## src/design/uwt_pkg.sv

```systemverilog
// Shared types and constants for the UTF-8 word tokenizer.
// No dependencies; used by utf8_word_tokenizer and uwt_checker.
`default_nettype none

package uwt_pkg;

    localparam int OFFSET_W = 16;
    localparam int COUNT_W  = 17;

    localparam logic [COUNT_W-1:0]  MAX_TEXT_BYTES = 17'h10000;
    localparam logic [OFFSET_W-1:0] MAX_OFFSET     = 16'hFFFF;

    localparam logic [31:0] CP_NEL          = 32'd133;
    localparam logic [31:0] CP_IDEO_SPACE   = 32'h3000;
    localparam logic [31:0] CP_BOM          = 32'hFEFF;
    localparam logic [31:0] CP_PUNCT_LO     = 32'h2000;
    localparam logic [31:0] CP_PUNCT_HI     = 32'h206F;
    localparam logic [31:0] CP_SPACE_HI     = 32'h200F;
    localparam logic [31:0] CP_LINE_SEP     = 32'h2028;
    localparam logic [31:0] CP_PARA_SEP     = 32'h2029;
    localparam logic [31:0] CP_NARROW_NBSP  = 32'h202F;
    localparam logic [31:0] CP_MATH_SPACE   = 32'h205F;
    localparam logic [31:0] CP_WORD_JOINER  = 32'h2060;

    localparam logic SPLIT_WORD       = 1'b0;
    localparam logic SPLIT_WHITESPACE = 1'b1;

    typedef struct packed {
        logic [7:0] text_byte;
        logic       end_of_text;
    } in_t;

    typedef struct packed {
        logic                token_valid;
        logic [OFFSET_W-1:0] token_start;
        logic [COUNT_W-1:0]  token_length;
        logic                text_done;
    } out_t;

endpackage

`default_nettype wire

```

## src/design/utf8_word_tokenizer.sv

```systemverilog
// UTF-8 tokenizer top level: input register, decode/classify, result register.
// Depends on uwt_pkg (types and constants).
//
// Usage:
//   s_valid/s_ready/s_data carry one text byte per transfer plus an
//   end_of_text flag on the final byte. m_valid/m_ready/m_data carry one
//   result: a token (start offset, byte length) when a delimiter closes it,
//   and always one result on the final byte with text_done set.
//   cfg_wr_en/cfg_wr_data write split_mode (0 word, 1 whitespace) while idle.
//   A byte's result goes from the input register through the classify stage
//   into the result register, from which it shows on m_data.
//   Throughput: one byte per cycle unless stalled as below; the only loop is
//   the update of the decoder and token state in the classify stage.
//   A stalled receiver holds the result register; the classify stage keeps
//   going for bytes that make no result and stops, with s_ready low, only
//   when a byte has a result to deliver and the result register is full.
//   Reset (aresetn low, synchronous) empties both registers, clears the
//   text state and sets split_mode to word mode.
`default_nettype none

module utf8_word_tokenizer (
    input  wire logic         aclk,
    input  wire logic         aresetn,
    input  wire logic         s_valid,
    output logic              s_ready,
    input  wire uwt_pkg::in_t s_data,
    output logic              m_valid,
    input  wire logic         m_ready,
    output uwt_pkg::out_t     m_data,
    input  wire logic         cfg_wr_en,
    input  wire logic         cfg_wr_data
);

    function automatic logic ascii_delim(input logic [7:0] b, input logic mode);
        logic d;
        if (b <= 8'd32) begin
            d = 1'b1;
        end else if (mode == uwt_pkg::SPLIT_WHITESPACE) begin
            d = 1'b0;
        end else if (b inside {[8'h30:8'h39], [8'h41:8'h5A], [8'h61:8'h7A]}) begin
            d = 1'b0;
        end else begin
            d = 1'b1;
        end
        return d;
    endfunction

    function automatic logic code_delim(input logic [31:0] c, input logic mode);
        logic d;
        if (c == uwt_pkg::CP_NEL || c == uwt_pkg::CP_IDEO_SPACE || c == uwt_pkg::CP_BOM) begin
            d = 1'b1;
        end else if (mode == uwt_pkg::SPLIT_WORD) begin
            d = c inside {[uwt_pkg::CP_PUNCT_LO:uwt_pkg::CP_PUNCT_HI]};
        end else begin
            d = c inside {[uwt_pkg::CP_PUNCT_LO:uwt_pkg::CP_SPACE_HI],
                          [uwt_pkg::CP_LINE_SEP:uwt_pkg::CP_PARA_SEP],
                          uwt_pkg::CP_NARROW_NBSP,
                          [uwt_pkg::CP_MATH_SPACE:uwt_pkg::CP_WORD_JOINER]};
        end
        return d;
    endfunction

    logic                         mode_reg;
    logic                         in_vld_reg;
    uwt_pkg::in_t                 in_data_reg;
    logic                         m_valid_reg;
    uwt_pkg::out_t                m_data_reg;

    logic [uwt_pkg::COUNT_W-1:0]  pos_reg, pos_next;
    logic [uwt_pkg::OFFSET_W-1:0] cb_reg, cb_next;
    logic [31:0]                  acc_reg, acc_next;
    logic [2:0]                   pend_reg, pend_next;
    logic                         tok_reg, tok_next;
    logic [uwt_pkg::OFFSET_W-1:0] open_reg, open_next;

    logic [7:0]                   b;
    logic                         eot;
    logic                         complete;
    logic                         delim;
    logic                         emit_delim;
    logic                         produce;
    logic                         adv;
    logic [uwt_pkg::COUNT_W-1:0]  pos_inc;
    uwt_pkg::out_t                res;

    always_comb begin
        b         = in_data_reg.text_byte;
        eot       = in_data_reg.end_of_text;
        acc_next  = acc_reg;
        pend_next = pend_reg;
        cb_next   = cb_reg;
        complete  = 1'b0;
        delim     = 1'b0;

        if (pend_reg != 3'd0) begin
            acc_next  = {acc_reg[25:0], b[5:0]};
            pend_next = pend_reg - 3'd1;
            if (pend_next == 3'd0 || eot) begin
                complete = 1'b1;
                delim    = code_delim(acc_next, mode_reg);
            end
        end else begin
            cb_next = pos_reg[uwt_pkg::COUNT_W-1] ? uwt_pkg::MAX_OFFSET
                                                  : pos_reg[uwt_pkg::OFFSET_W-1:0];
            if (b < 8'h80) begin
                complete = 1'b1;
                delim    = ascii_delim(b, mode_reg);
            end else if (b inside {[8'h80:8'hBF], [8'hFE:8'hFF]}) begin
                // stray continuation or invalid lead: one-byte word character
                complete = 1'b1;
            end else begin
                if (b < 8'hE0) begin
                    acc_next  = {27'd0, b[4:0]};
                    pend_next = 3'd1;
                end else if (b < 8'hF0) begin
                    acc_next  = {28'd0, b[3:0]};
                    pend_next = 3'd2;
                end else if (b < 8'hF8) begin
                    acc_next  = {29'd0, b[2:0]};
                    pend_next = 3'd3;
                end else if (b < 8'hFC) begin
                    acc_next  = {30'd0, b[1:0]};
                    pend_next = 3'd4;
                end else begin
                    acc_next  = {31'd0, b[0]};
                    pend_next = 3'd5;
                end
                if (eot) begin
                    complete = 1'b1;
                    delim    = code_delim(acc_next, mode_reg);
                end
            end
        end

        pos_inc = pos_reg[uwt_pkg::COUNT_W-1] ? pos_reg : pos_reg + 17'd1;

        emit_delim = complete && delim && tok_reg;
        tok_next   = tok_reg;
        open_next  = open_reg;
        if (complete) begin
            if (delim) begin
                tok_next = 1'b0;
            end else if (!tok_reg) begin
                tok_next  = 1'b1;
                open_next = cb_next;
            end
        end

        produce = emit_delim || eot;

        if (emit_delim) begin
            res.token_valid  = 1'b1;
            res.token_start  = open_reg;
            res.token_length = {1'b0, cb_next} - {1'b0, open_reg};
            res.text_done    = eot;
        end else if (tok_next) begin
            res.token_valid  = 1'b1;
            res.token_start  = open_next;
            res.token_length = pos_inc - {1'b0, open_next};
            res.text_done    = 1'b1;
        end else begin
            res.token_valid  = 1'b0;
            res.token_start  = '0;
            res.token_length = '0;
            res.text_done    = 1'b1;
        end

        pos_next = pos_inc;
        if (eot) begin
            pos_next  = '0;
            cb_next   = '0;
            acc_next  = '0;
            pend_next = '0;
            tok_next  = 1'b0;
            open_next = '0;
        end
    end

    assign adv     = in_vld_reg && (!produce || !m_valid_reg || m_ready);
    assign s_ready = !in_vld_reg || adv;
    assign m_valid = m_valid_reg;
    assign m_data  = m_data_reg;

    always_ff @(posedge aclk) begin
        if (!aresetn) begin
            mode_reg    <= uwt_pkg::SPLIT_WORD;
            in_vld_reg  <= 1'b0;
            m_valid_reg <= 1'b0;
            pos_reg     <= '0;
            cb_reg      <= '0;
            acc_reg     <= '0;
            pend_reg    <= '0;
            tok_reg     <= 1'b0;
            open_reg    <= '0;
        end else begin
            if (cfg_wr_en) begin
                mode_reg <= cfg_wr_data;
            end
            if (s_ready) begin
                in_vld_reg <= s_valid;
            end
            if (adv) begin
                pos_reg  <= pos_next;
                cb_reg   <= cb_next;
                acc_reg  <= acc_next;
                pend_reg <= pend_next;
                tok_reg  <= tok_next;
                open_reg <= open_next;
            end
            if (adv && produce) begin
                m_valid_reg <= 1'b1;
            end else if (m_ready) begin
                m_valid_reg <= 1'b0;
            end
        end
    end

    always_ff @(posedge aclk) begin
        if (s_valid && s_ready) begin
            in_data_reg <= s_data;
        end
        if (adv && produce) begin
            m_data_reg <= res;
        end
    end

endmodule

`default_nettype wire

```

## config.mk

```make
export PLATFORM = sky130hd
export DESIGN_NAME = utf8_word_tokenizer
export DESIGN_NICKNAME = d
export VERILOG_FILES = /design/src/design/uwt_pkg.sv /design/src/design/utf8_word_tokenizer.sv
export SDC_FILE = /design/constraint.sdc
export NUM_CORES = 1
export LEC_CHECK = 0
export BUFFER_PORTS_ARGS = -buffer_cell sky130_fd_sc_hd__buf_2
export CORE_UTILIZATION = 41
export DETAILED_ROUTE_END_ITERATION = 12
export PLACE_DENSITY_LB_ADDON = 0.15
export SYNTH_ARGS = -nofsm -noshare
export SYNTH_HDL_FRONTEND = slang
export SYNTH_SLANG_ARGS = --single-unit
```

## constraint.sdc

```tcl
create_clock -name aclk -period 6.7 [get_ports aclk]
set_input_delay 1.34 -clock aclk [delete_from_list [all_inputs] [get_ports aclk]]
set_output_delay 1.34 -clock aclk [all_outputs]
set_load 0.02 [all_outputs]
```

Word-level counts from Yosys, hierarchy flattened
Index checks and enable logic that the tools add are counted.
Storage, ports and cells
  register bits after elaboration: 126
  output and inout port bits: 37
  logic and storage cells: 149
Operators by class
  reductions and logical operators: 38
  order comparisons: 30
  add/sub/neg operators: 4
  equality and inequality tests: 10
  multiplexer cells: 52
Operators with widths (count)
  $le A32 B14 Y1 const B: 8
  $ge A32 B14 Y1 const B: 6
  $eq A32 B14 Y1 const B: 4
  $mux W16: 7
  $mux W26: 4
  $mux W32: 3
  $eq A32 B16 Y1 const B: 2
  $eq A32 B8 Y1 const B: 2
  $lt A8 B8 Y1 const B: 5
  $mux W35: 1
  $mux W17: 2
  $mux W34: 1
  $mux W3: 8
  $mux W1: 23
  $logic_and A1 B1 Y1: 18
  $add A17 B1 Y17 const B: 1
  $sub A16 B16 Y17: 1
  $sub A17 B16 Y17: 1
  $ge A8 B7 Y1 const B: 2
  $ge A8 B8 Y1 const B: 2
  $le A8 B6 Y1 const B: 2
  $le A8 B7 Y1 const B: 2
  $le A8 B8 Y1 const B: 2
  $logic_or A1 B1 Y1: 9
  other kinds (12): 18

Logic depth before layout (Yosys ltp)
  depth in word-level cells: 26
  mapped depth: 20
  mapped depth without buffers: 19

Worst setup path after synthesis
No wires, ideal clock.
  kind: reg-to-reg
  start: register acc_reg[2]
  end: register m_data_reg, in the netlist m_data[11] (data pin)
  stages on the path, launching flop included: 20
  arrival: 4228 ps
  clock period less this slack: 4499 ps
  data required time: 6429 ps
  setup time: 271 ps
  slack: 2201 ps
  cells stage by stage: dfxtp_1 > or4_1 > or4_1 > nor3_1 > o2111ai_2 > nand2_1 > or4_1 > buf_2 > buf_1 > nor2_1 > a21oi_1 > ha_1 > o21ai_0 > a21oi_1 > o41ai_1 > o21bai_1 > a21o_1 > a21oi_1 > xor2_1 > o22ai_1
RTL lines
  start: declaration: line utf8_word_tokenizer.sv:71  | logic [31:0] acc_reg, acc_next;
  start signal: assignment: line utf8_word_tokenizer.sv:205  | acc_reg <= acc_next;
  end signal: assignment: line utf8_word_tokenizer.sv:223  | m_data_reg <= res;
  end: declaration: line utf8_word_tokenizer.sv:67  | uwt_pkg::out_t m_data_reg;

==> results.json <==
{
  "status": "completed",
  "dpl.cell_count": 1087,
  "p_total_mw": 1.85,
  "wl_per_cell_um": 16.5,
  "dpl-instance-area_um2": 7800,
  "port_buffers": 51,
  "final_area_um2": 8380,
  "die_h_um": 136,
  "period_needed_ns": 5.43,
  "track_usage_pct": 21.2,
  "placementRows": 48,
  "start_kind": "register",
  "io_pins": 52,
  "clk_pin_slew_ns": 0.06,
  "clk_path_buf_depth": 2,
  "syn_to_final_growth_pct": 13.3,
  "synth-edff-count": 44,
  "synth-main-ff-cell": "dfxtp_1",
  "clockPowerShare_pct": 48.4,
  "setup_tns_ns": 0,
  "finalSetupViolCount": 0,
  "floorplan.initialDensity_pct": 42.3,
  "detail-route-antenna-nets": 0,
  "critPathCaptureType": "register",
  "grt_pass1_wl_mm": 30.5,
  "crit_arrival_ns": 5.59,
  "grt_setup_unrepaired": "no",
  "cts_resized": 0,
  "final_util_pct": 48.0,
  "synth_seq_cells": 126,
  "hold_buffers": 0,
  "p_sw_mw": 0.485,
  "p_per_area_nw_per_um2": 221,
  "antenna_found_initial": 0,
  "synth_area_um2": 7400,
  "hold_class": "reg -> reg",
  "path_class": "reg -> reg",
  "drc": 0,
  "dieArea_um2": 18600,
  "htree_levels": 4,
  "finalNetCount": 935,
  "netlist_instances": 853,
  "syn_area_per_cell_um2": 8.67,
  "hold_violations": 0,
  "largest_register_ffs": 35,
  "clk_latency_ns": 0.42,
  "async_reset_ff_share_pct": 0,
  "pwr-share-comb_pct": 7.3,
  "fin_worst_skew_ns": 0.00857,
  "yosysSeqAreaShare_pct": 40.1,
  "drive_above_1_share_pct": 11.7,
  "synth-warning-count": 0,
  "grt_pass1_vias": 5922,
  "die_w_um": 136,
  "fin_cells": 1119,
  "ys_types": 62,
  "fin_crit_sh_pct": 81.1,
  "core-area_um2": 17500,
  "cts_made_buffers": 17,
  "wl_mm": 18.5,
  "relSlewSlack_pct": 28.9,
  "drv_slew": 0,
  "pwr-share-seq_pct": 44.3,
  "cts_tree": "done",
  "worst_pin_slew_ns": 1.06,
  "antenna_cells": 0,
  "vias": 6267,
  "internal_power_mw": 1.37,
  "finalWeightedCongestion": 0.878,
  "synth_nets": 907,
  "max_freq_ghz": 0.184,
  "grt_max_degree": 58,
  "path_max_fanout": 36,
  "place_hpwl_mm": 12.8,
  "dr.pass1.iters": 5,
  "first_iter_violations": 445,
  "cts_root_buffer": "clkbuf_16",
  "postCtsSetupRepairBufs": 0,
  "critPathRequiredTime_ns": 6.86,
  "grt_overflow": 0,
  "clock-sinks": 126,
  "p_sw_share_pct": 26.2,
  "ir_worst_vdd_mv": 0.178,
  "p_leak_nw": 3.27,
  "viasPerCell": 5.60,
  "max_cap_viol_count": 0
}
-- layout make-up --
cell class                 count  area, µm²
clock inverter                13        104
multi-input combinational    621       4020
fill                        1709       9090
tap                          225        282
sequential                   126       2960
clock buffer                  19        475
timing repair buffer          62        338
inverter                      53        199
-- kinds of logic after synthesis --
family | count (synthesis) | share of synthesized area (%)
AO/OA/AOI/OAI | 266 | 24.7
multiplexers | 3 | 0.423
XOR/XNOR | 39 | 4.62
adder cells (fa/ha/maj) | 39 | 6.80
flip-flops | 126 | 40.1
buffers and inverters | 106 | 5.70
AND/OR/NAND/NOR | 274 | 17.7
-- worst paths after layout --
path                                  from         end  slack (ns)  cells after the start
worst max-delay path                   eot  m_data[15]        1.27                     18
worst max register to register         eot  m_data[15]        1.27                     18
worst min register to register  cb_reg[12]  cb_reg[12]        0.47                      2
worst min-delay path            cb_reg[12]  cb_reg[12]        0.47                      2
-- cell usage after synthesis, types with 25 or more instances --
cell | number | area share, %
clkbuf_1 | 37 | 1.9
o21ai_0 | 52 | 3.5
nand3_1 | 73 | 4.9
ha_1 | 37 | 6.3
edfxtp_1 | 44 | 18
inv_1 | 53 | 2.7
a21o_1 | 25 | 2.5
nand2_1 | 66 | 3.3
o31ai_1 | 33 | 3.3
nor2_1 | 66 | 3.3
dfxtp_1 | 82 | 22
a21oi_1 | 43 | 2.9
-- power groups by stage --
| stage | Sequential (mW) | Combinational [mW] | Clock, mW |
|---|---|---|---|
| finish | 0.820 | 0.136 | 0.895 |
| global route | 0.822 | 0.150 | 0.948 |
| CTS | 0.820 | 0.137 | 0.917 |
| detailed placement | 0.836 | 0.137 | 0 |
| global placement | 0.837 | 0.137 | 0 |
| floorplan | 0.837 | 0.0946 | 0 |
-- per-layer routing --
layer  wire length [µm]  track usage (%)  vias up  part of all wire, %
li1                   -                -     3198                    -
met3                638             3.95       18                  3.4
met2               8490             33.4      105                   46
met4                219             6.11        0                  1.2
met1               9160             29.4     2946                   50
met5                  0                0        -                    0
-- layout by cell type, fill, tap and decap left out, drive strengths merged, types with 6 or more instances in the layout --
cell / synthesis / layout
o211ai: 16 / 16
o22ai: 14 / 14
nor2: 66 / 66
dfxtp: 82 / 82
clkinv: 0 / 7
nand2: 66 / 66
nand4: 11 / 11
inv: 53 / 57
nand3: 73 / 73
edfxtp: 44 / 44
a22o: 15 / 15
o21a: 21 / 21
a21o: 25 / 25
nor2b: 8 / 8
nor4: 7 / 7
nor3: 11 / 11
nand2b: 6 / 6
o21ai: 53 / 53
a31oi: 6 / 6
xor2: 21 / 21
and3: 9 / 9
a21oi: 43 / 43
buf: 16 / 62
o31ai: 33 / 33
clkbuf: 37 / 19
ha: 37 / 37
xnor2: 18 / 18
-- per-stage QoR --
| stage | setup slack, ns | hold slack (ns) |
|---|---|---|
| finish | 1.27 | 0.470 |
| global route | 0.876 | 0.493 |
| CTS | 1.39 | 0.472 |
| detailed placement | 1.41 | 0.461 |
| global placement | 1.59 | 0.459 |
| floorplan | 2.20 | 0.440 |
-- critical path: stages, from the launching register on --
cell and delay, ns:
edfxtp_1 0.77, inv_1 0.39, a21o_1 0.25, a221oi_1 0.43, o2111ai_2 0.23, nand2_1 0.14
or4_1 0.11, buf_4 0.34, a21o_1 0.18, ha_1 0.19, fa_1 0.23, nand2b_1 0.15
a21oi_1 0.11, o41ai_1 0.76, o21ai_0 0.27, o21a_1 0.23, nor2_1 0.11, xor2_1 0.16
o22ai_1 0.09
Power figures use the tool's default switching activity.
